==> src/rtl/k3f_queue.sv <==
// Small first-in first-out queue built from registers.
// Generic; used between front and back and in front of the result port.
module k3f_queue #(
	parameter int DEPTH = 4,
	parameter int WIDTH = 8
) (
	input  logic                       clk,
	input  logic                       arst_n,
	input  logic                       push,
	input  logic [WIDTH-1:0]           push_data,
	input  logic                       pop,
	output logic [WIDTH-1:0]           pop_data,
	output logic                       empty,
	output logic                       full,
	output logic [$clog2(DEPTH+1)-1:0] count
);

	localparam int AW = (DEPTH > 1) ? $clog2(DEPTH) : 1;
	localparam int NW = $clog2(DEPTH + 1);

	logic [WIDTH-1:0] mem_q [DEPTH];
	logic [AW-1:0]    wr_ptr_q;
	logic [AW-1:0]    rd_ptr_q;
	logic [NW-1:0]    count_q;
	logic             do_push;
	logic             do_pop;

	assign do_push  = push && !full;
	assign do_pop   = pop && !empty;
	assign empty    = (count_q == '0);
	assign full     = (count_q == NW'(DEPTH));
	assign count    = count_q;
	assign pop_data = mem_q[rd_ptr_q];

	always_ff @(posedge clk or negedge arst_n) begin
		if (!arst_n) begin
			wr_ptr_q <= '0;
			rd_ptr_q <= '0;
			count_q  <= '0;
		end else begin
			if (do_push) begin
				wr_ptr_q <= (wr_ptr_q == AW'(DEPTH - 1)) ? '0 : wr_ptr_q + AW'(1);
			end
			if (do_pop) begin
				rd_ptr_q <= (rd_ptr_q == AW'(DEPTH - 1)) ? '0 : rd_ptr_q + AW'(1);
			end
			if (do_push && !do_pop) begin
				count_q <= count_q + NW'(1);
			end else if (do_pop && !do_push) begin
				count_q <= count_q - NW'(1);
			end
		end
	end

	always_ff @(posedge clk) begin
		if (do_push) begin
			mem_q[wr_ptr_q] <= push_data;
		end
	end

endmodule

==> config.mk <==
export PLATFORM = sky130hd
export DESIGN_NAME = k3f_queue
export DESIGN_NICKNAME = d
export VERILOG_FILES = /design/src/rtl/k3f_queue.sv
export SDC_FILE = /design/constraint.sdc
export NUM_CORES = 1
export LEC_CHECK = 0
export ABC_CLOCK_PERIOD_IN_PS = 2500
export BUFFER_PORTS_ARGS = -buffer_cell sky130_fd_sc_hd__buf_2
export CORE_ASPECT_RATIO = 0.5
export CORE_UTILIZATION = 45
export CTS_CLUSTER_SIZE = 30
export DETAILED_ROUTE_END_ITERATION = 10
export MAX_ROUTING_LAYER = met4
export PLACE_DENSITY_LB_ADDON = 0.25
export SYNTH_ARGS = -nofsm -noshare
export SYNTH_HDL_FRONTEND = slang
export SYNTH_SLANG_ARGS = --single-unit
==> constraint.sdc <==
create_clock -name clk -period 2.5 [get_ports clk]
set_input_delay 0.5 -clock clk [delete_from_list [all_inputs] [get_ports clk]]
set_output_delay 0.5 -clock clk [all_outputs]
set_load 0.01 [all_outputs]
==> impl_summary.md <==
Outcome
The run finished with clean final reports.

Power and ir drop
Summed over all cells, the static leakage comes to 0.0007355 uW. The power density of the placed cells is 1195 mW/mm^2. The net switching share of the total power is 30.23%. The internal power of the cells totals 1585 uW. The logic gate share of total power is 31.8%.

The total power after layout is 2272 uW. The worst supply voltage drop on vdd is 0.6788 mV. The power spent charging and discharging nets is 686.7 uW. The sequential power share is 45.9%.

The clock network accounts for 22.4% of the total power.

GRT
The overall fraction of global-route tracks in use is 15.71%. The initial antenna violation count was 0. The remaining global-route overflow is 0. The number of global-route vias before repair is 840. Entering global routing, the biggest net connects 14 pins. The first global-routing pass estimated 3.981 mm of wire.

Synth
The dominant cell type by area after synthesis is sky130_fd_sc_hd__edfxtp_1. For this run, the register share of the synthesized area comes to 70.22%. The synthesized instance count is 79. The synthesized netlist occupies a cell area of 0.001618 mm^2. The synthesized design contains 39 register bits. Counting every net in the synthesized netlist gives 98. For this run, the number of Yosys warnings is 0. The mean instance size in the synthesized netlist is 20.48 um^2. The distinct cell type count of the synthesized netlist is 19. Ranked by total cell area, the synthesized netlist is headed by sky130_fd_sc_hd__edfxtp_1 (59%), sky130_fd_sc_hd__mux4_2 (11%), sky130_fd_sc_hd__dfrtp_1 (11%), sky130_fd_sc_hd__ha_1 (4.6%), sky130_fd_sc_hd__mux2_4 (3.7%). Of the post-synthesis cell area, the dominant cell type holds 59.40%.

Final layout
The post-route netlist has 44.04% of its cells at a drive strength greater than 1. The layout has 250 filler cells. The net count of the finished layout is 127. The sequential cell area is 0.001136 mm^2. 0 antenna diodes ended up in the layout. The area added between synthesis and finish is 17.56%. The footprint of the multi-input gates is 461.7 um^2. The post-layout instance count excluding filler cells is 157.

Critical path
The worst setup path is of the register to output pin kind. The delay of the slowest cell on the worst path is 0.71 ns. Traced cell by cell, the critical path runs through mux4_2, buf_2.

The type of element launching the critical path is a register. STA classifies the critical path endpoint as an output pin. The number of buffers and inverters on the critical path is 1. The cell at the slowest stage of the critical path is sky130_fd_sc_hd__dfrtp_1.

The family of cells with the greatest summed delay on the critical path is flip-flops. The beginning of the worst register-to-register path is count[1]. Along the worst path, the maximum fanout reaches 11. The data arrival at the endpoint of the critical path is 1.72 ns. The data required time of the worst path is 2.00 ns. Tracing the worst setup path back leads to its startpoint at rd_ptr_q[0].

STA
The final number of hold-violating endpoints is 0. The final setup slack of the worst path is 0.2766 ns. The worst path in the final design needs a cycle of 2.223 ns, including I/O delays and setup. The number of setup violations in the final report is 0. The upper clock frequency limit is 0.4498 GHz.

Setup total negative slack on the finished layout was measured at 0 ns. Of the available clock period, the critical path in the final layout requires 88.94%. The max-slew violation count is 0. The tightest hold path in the finished design has a slack of 0.04172 ns. The slew at the pin closest to its max-slew limit is 0.7239 ns. The remaining max-slew budget at the tightest pin is 51.56%. Setup repair after global routing left no endpoint under its margin. On the final layout, the worst clock skew is 0.006219 ns.

CTS
Clock-pin slew was measured on the worst setup and hold paths at 0.07 ns. The depth of the CTS H-tree is 2. After clock tree synthesis, the flow added hold-fix buffers numbering 0. The count of instances resized after the clock tree is built is 0.

The source-to-sink clock delay at the later pin of the worst-skew pair is 0.28 ns. The deepest clock path buffer count is 2. TritonCTS built the clock tree.

The setup fix buffers added after clock tree synthesis is 0. The TritonCTS sink count is 39. The number of buffers created by CTS is 5. The CTS root buffer is sky130_fd_sc_hd__clkbuf_8.

Placement
The count of input and output buffers is 24. The HPWL reported at the end of detailed placement is 1.813 mm. Routability-driven placement finished with a final weighted congestion of 0.7179. The number of placed instances, taps included, is 149.

The setup slack at placement is 0.4411 ns.

Routing
Summing over every cut layer, the via total after detailed routing is 768. Dividing the detail-routed wire length by the instance count gives 15.54 um. The via-per-instance ratio is 4.892. For this run, design rule violations remaining after detail routing come to 0. The first detailed-routing pass took 4 iterations. The DRC violation total after the first TritonRoute iteration is 20. The detail route stage leaves a number of antenna-violating nets equal to 0. For this block, the routed nets add up to 2.439 mm of wire.

Die
The floorplan row count is 14. The number of top-level pins is 25. Measured along the y axis, the die boundary spans 44.40 um.

The die outline width is 86.80 um. The initial core utilization is 50.47%. The floorplan step defined a core boundary enclosing 0.003206 mm^2. The die area is 0.003854 mm^2.

Run
The max capacitance violation total is 0.

Worst hold path
The min-delay analysis places its worst path in the category primary input to async pin.
[sequential cells by signal (all words and copies together), names as in the netlist]
signal and flops:
mem_q 32, count 3, wr_ptr_q 2, rd_ptr_q 2
[layout make-up]
type | instances | share of cell area (%)
sequential | 39 | 59.74
multi-input combinational | 35 | 24.28
timing repair buffer | 24 | 6.316
clock buffer | 5 | 3.618
tap | 48 | 3.158
clock inverter | 3 | 2.303
inverter | 3 | 0.5921
[power by group through the flow]
| stage | Clock [uW] | Sequential (uW) | Combinational (uW) |
|---|---|---|---|
| after floorplan | 0 | 981 | 572 |
| after global placement | 0 | 1040 | 703 |
| after detailed placement | 0 | 1060 | 734 |
| after CTS | 515 | 1050 | 737 |
| after global routing | 546 | 1070 | 799 |
| final | 508 | 1040 | 722 |
[final timing paths]
kind / end / slack (ns) / cells after the start
setup / recovery: pop_data[6] / 0.28 / 2
hold / removal: count[0] / 0.04 / 1
setup reg to reg: count[2] / 0.45 / 8
hold reg to reg: count[2] / 0.54 / 1
max in group asynchronous: rd_ptr_q[1] / 2.30 / 1
min in group clk: mem_q[3][7] / 0.43 / 1
[synthesized netlist by cell type]
cell type,n
sky130_fd_sc_hd__and2_1,3
sky130_fd_sc_hd__buf_2,1
sky130_fd_sc_hd__clkbuf_1,1
sky130_fd_sc_hd__dfrtp_1,7
sky130_fd_sc_hd__edfxtp_1,32
sky130_fd_sc_hd__fa_1,1
sky130_fd_sc_hd__ha_1,6
sky130_fd_sc_hd__inv_1,3
sky130_fd_sc_hd__mux2_2,1
sky130_fd_sc_hd__mux2_4,4
sky130_fd_sc_hd__mux4_2,8
sky130_fd_sc_hd__nand2_1,1
sky130_fd_sc_hd__nand2b_4,1
sky130_fd_sc_hd__nor2_1,4
sky130_fd_sc_hd__nor2b_4,1
sky130_fd_sc_hd__nor3_1,1
sky130_fd_sc_hd__nor3b_4,1
sky130_fd_sc_hd__xnor2_1,1
sky130_fd_sc_hd__xor2_1,2
[cells in the final DEF, fill, tap and decap left out, types with 2 or more instances in the layout]
cell type	synthesis	layout
sky130_fd_sc_hd__and2_1	3	3
sky130_fd_sc_hd__buf_2	1	24
sky130_fd_sc_hd__clkbuf_8	0	5
sky130_fd_sc_hd__dfrtp_1	7	7
sky130_fd_sc_hd__edfxtp_1	32	32
sky130_fd_sc_hd__ha_1	6	6
sky130_fd_sc_hd__inv_1	3	3
sky130_fd_sc_hd__mux2_4	4	4
sky130_fd_sc_hd__mux4_2	8	8
sky130_fd_sc_hd__nor2_1	4	4
sky130_fd_sc_hd__xor2_1	2	2
[metrics by stage]
step / util, % / cell area [um^2]
5_1_grt: 59.33 / 1902
6_report: 59.33 / 1902
3_5_place_dp: 55.82 / 1789
3_3_place_gp: 55.82 / 1789
4_1_cts: 59.33 / 1902
2_1_floorplan: - / 1618
[worst register-to-register path: stages (launching register included)]
cell                       delay (ns)
sky130_fd_sc_hd__dfrtp_1         0.47
sky130_fd_sc_hd__nor3_1          0.26
sky130_fd_sc_hd__nand2b_4        0.20
sky130_fd_sc_hd__ha_1            0.18
sky130_fd_sc_hd__inv_1           0.06
sky130_fd_sc_hd__fa_1            0.38
sky130_fd_sc_hd__xor2_1          0.15
sky130_fd_sc_hd__nor2_1          0.12
sky130_fd_sc_hd__xor2_1          0.16
[cells by family (layout without fill, tap and decap cells)]
logic type               count (synthesis)  after routing  synth area share (%)
buffers and inverters                    5             35                 1.237
multiplexers                            13             13                 15.55
XOR/XNOR                                 3              3                 1.624
flip-flops                              39             39                 70.22
adder cells (fa/ha/maj)                  7              7                 5.878
AND/OR/NAND/NOR                         12             12                 5.490
[layer usage]
metal,vias to the layer above,GRT usage [%],share of wire (%)
li1,359,-,-
met1,378,17.36,44
met2,27,26.77,50
met3,4,6.157,5.0
met4,0,5.000,0.78
met5,-,-,0
No activity file was read; power rests on OpenSTA's default activity.
