File: config.mk
export PLATFORM = sky130hd
export DESIGN_NAME = k3f_front
export DESIGN_NICKNAME = d
export VERILOG_FILES = /design/src/rtl/k3f_pkg.sv /design/src/rtl/k3f_front.sv
export SDC_FILE = /design/constraint.sdc
export NUM_CORES = 1
export LEC_CHECK = 0
export ABC_CLOCK_PERIOD_IN_PS = 6590
export BUFFER_PORTS_ARGS = -buffer_cell sky130_fd_sc_hd__buf_4
export CAP_MARGIN = 20
export CORE_ASPECT_RATIO = 0.5
export CORE_MARGIN = 5
export CORE_UTILIZATION = 35
export DETAILED_ROUTE_END_ITERATION = 7
export PLACE_DENSITY = 0.56
export SLEW_MARGIN = 30
export SYNTH_ARGS = -nofsm -noshare
export SYNTH_HDL_FRONTEND = slang
export SYNTH_SLANG_ARGS = --single-unit
File: constraint.sdc
create_clock -name clk -period 6.59 [get_ports clk]
set_input_delay 0.659 -clock clk [delete_from_list [all_inputs] [get_ports clk]]
set_output_delay 0.659 -clock clk [all_outputs]
set_load 0.01 [all_outputs]
File: src/rtl/k3f_pkg.sv
// Shared types and constants of the 3x3 image filter core.
// Used by the front, back and top modules; depends on nothing else.
package k3f_pkg;

	// Default line buffer depth and the largest frame height the block handles.
	localparam int K3F_MAX_WIDTH  = 1024;
	localparam int K3F_MAX_HEIGHT = 4095;

	// Queue depths between front and back, and in front of the result port.
	localparam int K3F_FQ_DEPTH = 4;
	localparam int K3F_OQ_DEPTH = 4;

	// Configuration port.
	localparam int CFG_INDEX_W  = 1;
	localparam int CFG_DATA_W   = 12;
	localparam int CFG_WIDTH_W  = 11;
	localparam int CFG_HEIGHT_W = 12;

	localparam logic [CFG_INDEX_W-1:0] REG_IMAGE_WIDTH  = 1'd0;
	localparam logic [CFG_INDEX_W-1:0] REG_IMAGE_HEIGHT = 1'd1;

	localparam logic [CFG_WIDTH_W-1:0]  CFG_WIDTH_RESET  = 11'd640;
	localparam logic [CFG_HEIGHT_W-1:0] CFG_HEIGHT_RESET = 12'd480;

	// Input operation codes.
	localparam logic OP_PIXEL = 1'b0;
	localparam logic OP_FLUSH = 1'b1;

	// Cycles after a configuration write before the frame size is settled.
	localparam logic [1:0] SETTLE_CYCLES = 2'd2;

	// Reciprocal of nine in 16 fractional bits, exact for magnitudes up to 510.
	localparam logic [13:0] RECIP_NINE = 14'd7282;

	// Classified command handed from the front to the back.
	typedef enum logic [1:0] {
		CMD_PIXEL_QUIET = 2'd0,
		CMD_PIXEL_EMIT  = 2'd1,
		CMD_FLUSH_EMIT  = 2'd2
	} k3f_op_t;

	typedef struct packed {
		k3f_op_t    op;
		logic       interior;
		logic       last;
		logic [7:0] px;
	} k3f_cmd_t;

	typedef struct packed {
		logic signed [6:0] value;
		logic              last;
	} k3f_result_t;

endpackage

File: src/rtl/k3f_front.sv
// Front of the filter: configuration registers, pixel and result position counters,
// and classification of each accepted word into a back-end command. Uses k3f_pkg.
module k3f_front #(
	parameter int MAX_WIDTH = k3f_pkg::K3F_MAX_WIDTH
) (
	input  logic                                 clk,
	input  logic                                 arst_n,
	input  logic                                 cfg_we,
	input  logic [k3f_pkg::CFG_INDEX_W-1:0]      cfg_index,
	input  logic [k3f_pkg::CFG_DATA_W-1:0]       cfg_data,
	input  logic                                 in_valid,
	output logic                                 in_ready,
	input  logic                                 operation,
	input  logic [7:0]                           pixel,
	input  logic                                 fq_full,
	output logic                                 fq_push,
	output k3f_pkg::k3f_cmd_t                    cmd,
	output logic [$clog2(MAX_WIDTH)-1:0]         col
);

	import k3f_pkg::*;

	localparam int CW = $clog2(MAX_WIDTH);
	localparam int WW = $clog2(MAX_WIDTH + 1);
	localparam int PW = $clog2(MAX_WIDTH * K3F_MAX_HEIGHT);

	logic [CFG_WIDTH_W-1:0]  cfg_width_q;
	logic [CFG_HEIGHT_W-1:0] cfg_height_q;
	logic [1:0]              settle_q;
	logic [WW-1:0]           eff_w_q;
	logic [CFG_HEIGHT_W-1:0] eff_h_q;
	logic [PW-1:0]           last_pos_q;

	logic [CW-1:0]           col_q;
	logic [CFG_HEIGHT_W-1:0] row_q;
	logic [PW-1:0]           pos_q;

	logic [WW-1:0]           eff_w_d;
	logic [CFG_HEIGHT_W-1:0] eff_h_d;
	logic                    accept;
	logic                    is_pixel;
	logic                    at_start;
	logic                    produce;
	logic                    interior;
	logic                    line_end;
	logic [PW-1:0]           pos;
	logic [PW-1:0]           pos_adv;

	always_comb begin
		if (cfg_width_q < CFG_WIDTH_W'(3)) begin
			eff_w_d = WW'(3);
		end else if (int'(cfg_width_q) > MAX_WIDTH) begin
			eff_w_d = WW'(MAX_WIDTH);
		end else begin
			eff_w_d = WW'(cfg_width_q);
		end
		eff_h_d = (cfg_height_q < CFG_HEIGHT_W'(3)) ? CFG_HEIGHT_W'(3) : cfg_height_q;
	end

	assign in_ready = !fq_full && (settle_q == 2'd0);
	assign accept   = in_valid && in_ready;
	assign is_pixel = (operation == OP_PIXEL);
	assign at_start = (row_q == '0) && (col_q == '0);
	assign line_end = (WW'(col_q) >= eff_w_q - WW'(1));

	always_comb begin
		// A pixel at the frame start discards whatever the previous frame left pending.
		pos = (is_pixel && at_start) ? '0 : pos_q;
		if (is_pixel) begin
			produce  = (row_q >= CFG_HEIGHT_W'(2)) || ((row_q == CFG_HEIGHT_W'(1)) && (col_q != '0));
			interior = (row_q >= CFG_HEIGHT_W'(2)) && (row_q <= eff_h_q - CFG_HEIGHT_W'(1))
			        && (WW'(col_q) >= WW'(2)) && (WW'(col_q) <= eff_w_q - WW'(1));
		end else begin
			produce  = at_start && (pos_q != '0);
			interior = 1'b0;
		end
		pos_adv = (pos >= last_pos_q) ? '0 : pos + PW'(1);
	end

	assign fq_push      = accept && (is_pixel || produce);
	assign cmd.op       = !is_pixel ? CMD_FLUSH_EMIT : (produce ? CMD_PIXEL_EMIT : CMD_PIXEL_QUIET);
	assign cmd.interior = interior;
	assign cmd.last     = (pos == last_pos_q);
	assign cmd.px       = pixel;
	assign col          = col_q;

	always_ff @(posedge clk or negedge arst_n) begin
		if (!arst_n) begin
			cfg_width_q  <= CFG_WIDTH_RESET;
			cfg_height_q <= CFG_HEIGHT_RESET;
			settle_q     <= SETTLE_CYCLES;
			col_q        <= '0;
			row_q        <= '0;
			pos_q        <= '0;
		end else begin
			if (cfg_we) begin
				unique case (cfg_index)
					REG_IMAGE_WIDTH:  cfg_width_q  <= cfg_data[CFG_WIDTH_W-1:0];
					REG_IMAGE_HEIGHT: cfg_height_q <= cfg_data[CFG_HEIGHT_W-1:0];
					default: ;
				endcase
				settle_q <= SETTLE_CYCLES;
			end else if (settle_q != 2'd0) begin
				settle_q <= settle_q - 2'd1;
			end

			if (accept) begin
				if (is_pixel) begin
					if (line_end) begin
						col_q <= '0;
						row_q <= (row_q >= eff_h_q - CFG_HEIGHT_W'(1)) ? '0
						         : row_q + CFG_HEIGHT_W'(1);
					end else begin
						col_q <= col_q + CW'(1);
					end
				end
				if (produce) begin
					pos_q <= pos_adv;
				end else begin
					pos_q <= pos;
				end
			end
		end
	end

	// The frame size is pipelined through eff_w_q/eff_h_q and then last_pos_q; settle_q holds input off meanwhile.
	always_ff @(posedge clk) begin
		eff_w_q    <= eff_w_d;
		eff_h_q    <= eff_h_d;
		last_pos_q <= PW'(eff_w_q * eff_h_q - 1);
	end

endmodule

==> impl_metrics.yaml <==
yosys:
  synth_top_area_share: 0.1755
  yosysMostFrequentCell: "inv_1"
  seq_area_frac_synth: 0.2382
  synthAdderAreaFrac: 0.3044
  synth-async-reset-ratio: 0.6053
  yosys.area_share.simple: 0.1917
  syn_inst: 1255
  synth_edf_count: 0
  ys_top_cells_by_area: "fa_1 18%, dfrtp_1 14%, ha_1 13%"
  synth_ff_type: "dfrtp_1"
  yosysTopAreaCell: "fa_1"
  yosysWarnings: 0
  syn_area_um2: 11070
  avgSynthCellArea_um2: 8.818
  synthXorXnorAreaFrac: 0.04036
  yosys-top-cells-count: "198 x inv_1, 147 x nand2_1, 114 x ha_1"
  synth_compound_area_frac: 0.1066
  synthMuxAreaShare: 0.02623
  synth_top_family_by_area: "adder cells"
  ys_ff_latch: 114
  synth_nets: 1493
  synth_cell_type_count: 68
floorplan:
  io_pins: 51
  die_w_um: 261.5
  start_util: 0.3522
  rows: 46
  die_h_um: 135.7
  core_area_um2: 31430
  die-area_um2: 35490
clocking:
  cts_htree_levels: 4
  cts_buffer_depth: 2
  cts_buffers: 17
  worstSkewPairLatency_ps: 430
  postCtsSetupRepairBufs: 0
  cts_tree: "built"
  cts_hold_buf: 0
  clock-sinks: 114
  cts.reportedPaths.clkPinSlew_ps: 60
  cts-resized-gates: 0
  cts_root_buf: "clkbuf_16"
sta:
  rsz0062_at_grt: "false"
  finalCritPeriodShare: 0.8512
  finalHoldViolCount: 0
  slew_viol_final: 0
  finClkSkew_ps: 14.77
  finalSetupViolCount: 0
  worst_pin_slew_ps: 818.1
  setup_tns_ps: 0
  setup_slack_ps: 980.3
  min_period_ps: 5610
  holdWs_ps: 222.9
  fmax_mhz: 178.3
  maxSlewHeadroom: 0.4520
worst_setup_path:
  regToRegStartpoint: "eff_h_q[6]"
  slowest_stage: "dfxtp_1"
  worstPathRequired_ps: 6900
  cp-start-kind: "flop"
  critPathTopFamily: "adder cells"
  crit_top_cell: "fa_1"
  cp-end-kind: "flop"
  cp_data_arrival_time_ps: 5920
  cp_cell_sequence: "nand2_1 -> fa_1 -> fa_1 -> inv_1 -> fa_1 -> fa_1 -> inv_1 -> fa_1 -> inv_1 -> ha_1 -> nand4_1 -> nor2_1 -> a21o_1 -> o41a_1 -> a41o_1 -> o41a_1 -> xnor2_1"
  cp_max_fo: 16
  r2r_cells: 17
  rr_endpoint: "last_pos_q[21]"
  r2r_slack_ps: 980
  crit_path_max_incr_delay_ps: 720
  critPathLaunch: "eff_h_q[6]"
  worst-setup-path-type: "reg -> reg"
  path_buf_inv: 3
grt:
  grt_pass1_vias: 8769
  grt.total_usage: 0.1630
  antenna_found_initial: 0
  grt_overflow: 0
  grt_pass1_wl_mm: 45.99
  grt_max_degree: 70
detailed_routing:
  drtAntennaViolNets: 0
  wirelength_mm: 27.73
  drt_iter0_markers: 593
  drc: 0
  first_pass_iters: 5
  wire_per_inst_um: 16.36
  vias: 8602
  viasPerCell: 5.075
place:
  io_buffers: 34
  gp_congestion: 0.9113
  hpwlAfterDp_mm: 21.98
  place_ws_ps: 950.4
power_and_ir_drop:
  ir_drop_mv: 0.3073
  p_leak_nw: 5.806
  p_total_mw: 6.700
  p_per_area_nw_per_um2: 547.8
finish:
  fin_nets: 1488
  fillers: 3199
  area_growth_pct: 10.53
  drive_gt1_frac: 0.09184
  register_area_um2: 2636
  multi_input_area_um2: 7412
  diodes: 0
status:
  status: "completed"
job:
  max_cap_violations: 0
worst_hold_path:
  hp-class: "in -> async"
==> sequential cells by signal, indices dropped and copies added (netlist names) <==
register      cells
pos_q            22
cfg_height_q     12
eff_w_q          11
row_q            12
cfg_width_q      11
col              10
settle_q          2
last_pos_q       22
eff_h_q          12
==> final cells by class <==
| class | instances | area share |
|---|---|---|
| clock buffers | 21 | 0.03938 |
| clock inverters | 11 | 0.01054 |
| inverters | 198 | 0.06076 |
| multi-input cells | 881 | 0.6060 |
| flip-flops and latches | 114 | 0.2155 |
| well taps | 432 | 0.04419 |
| repair buffers | 38 | 0.02363 |
==> report_power, final <==
group	switching (mW)	total (mW)	leakage [nW]	internal, mW
Sequential	0.202	1.14	1.22	0.934
Combinational	2.63	4.62	4.29	1.99
Clock	0.346	0.945	0.294	0.599
Total	3.17	6.70	5.81	3.53
==> logic make-up after synthesis <==
family                   after synthesis
multiplexers                          26
adder cells (fa/ha/maj)              211
XOR/XNOR                              51
AO/OA/AOI/OAI                        176
buffers and inverters                260
flip-flops                           114
AND/OR/NAND/NOR                      417
==> how the worst max path moves through the flow <==
stage               depth (start not counted)  slack (ps)              to
finish                                     17         980  last_pos_q[21]
global route                               16         630  last_pos_q[21]
CTS                                        17         930  last_pos_q[21]
detailed placement                         17         950  last_pos_q[21]
global placement                           17        1030  last_pos_q[21]
floorplan                                  20        1170  last_pos_q[21]
==> worst reg2reg max path, stage by stage (launching register included) <==
cell and delay (ps):
dfxtp_1 720, nand2_1 160, fa_1 510, fa_1 510, inv_1 50, fa_1 470, fa_1 550, inv_1 60
fa_1 540, inv_1 40, ha_1 380, nand4_1 150, nor2_1 60, a21o_1 170, o41a_1 380, a41o_1 280
o41a_1 330, xnor2_1 130
==> layer usage <==
metal,global-route usage,vias up,share of wire
li1,-,4136,-
met3,0.03557,37,0.048
met4,0.05044,0,0.023
met2,0.2513,222,0.45
met1,0.2302,4207,0.48
met5,0,-,0
==> placed cells by master (no fill, tap or decap), types with 8 or more instances in the layout <==
cell type  count
inv_1        198
nand2_1      147
ha_1         114
fa_1          97
nor2_1        75
dfrtp_1       62
and2_1        48
dfxtp_1       45
a21oi_1       37
xnor2_1       37
buf_4         37
nand3_1       31
o21ai_0       31
a31oi_1       27
mux2_2        24
nor3_1        18
clkbuf_16     18
nor2b_1       16
a21o_1        15
and3_1        15
nor4_1        15
nand4_1       14
xor2_1        14
a211oi_1      11
nand2b_1       8
o32ai_1        8
==> per-stage QoR <==
step                area [um^2]    util  std cells
floorplan                 11070       -       1255
global placement          11610  0.3695       1663
detailed placement        11610  0.3696       1663
CTS                       12230  0.3890       1695
global route              12230  0.3892       1695
finish                    12230  0.3892       1695
No activity file was read; power rests on OpenSTA's default activity.
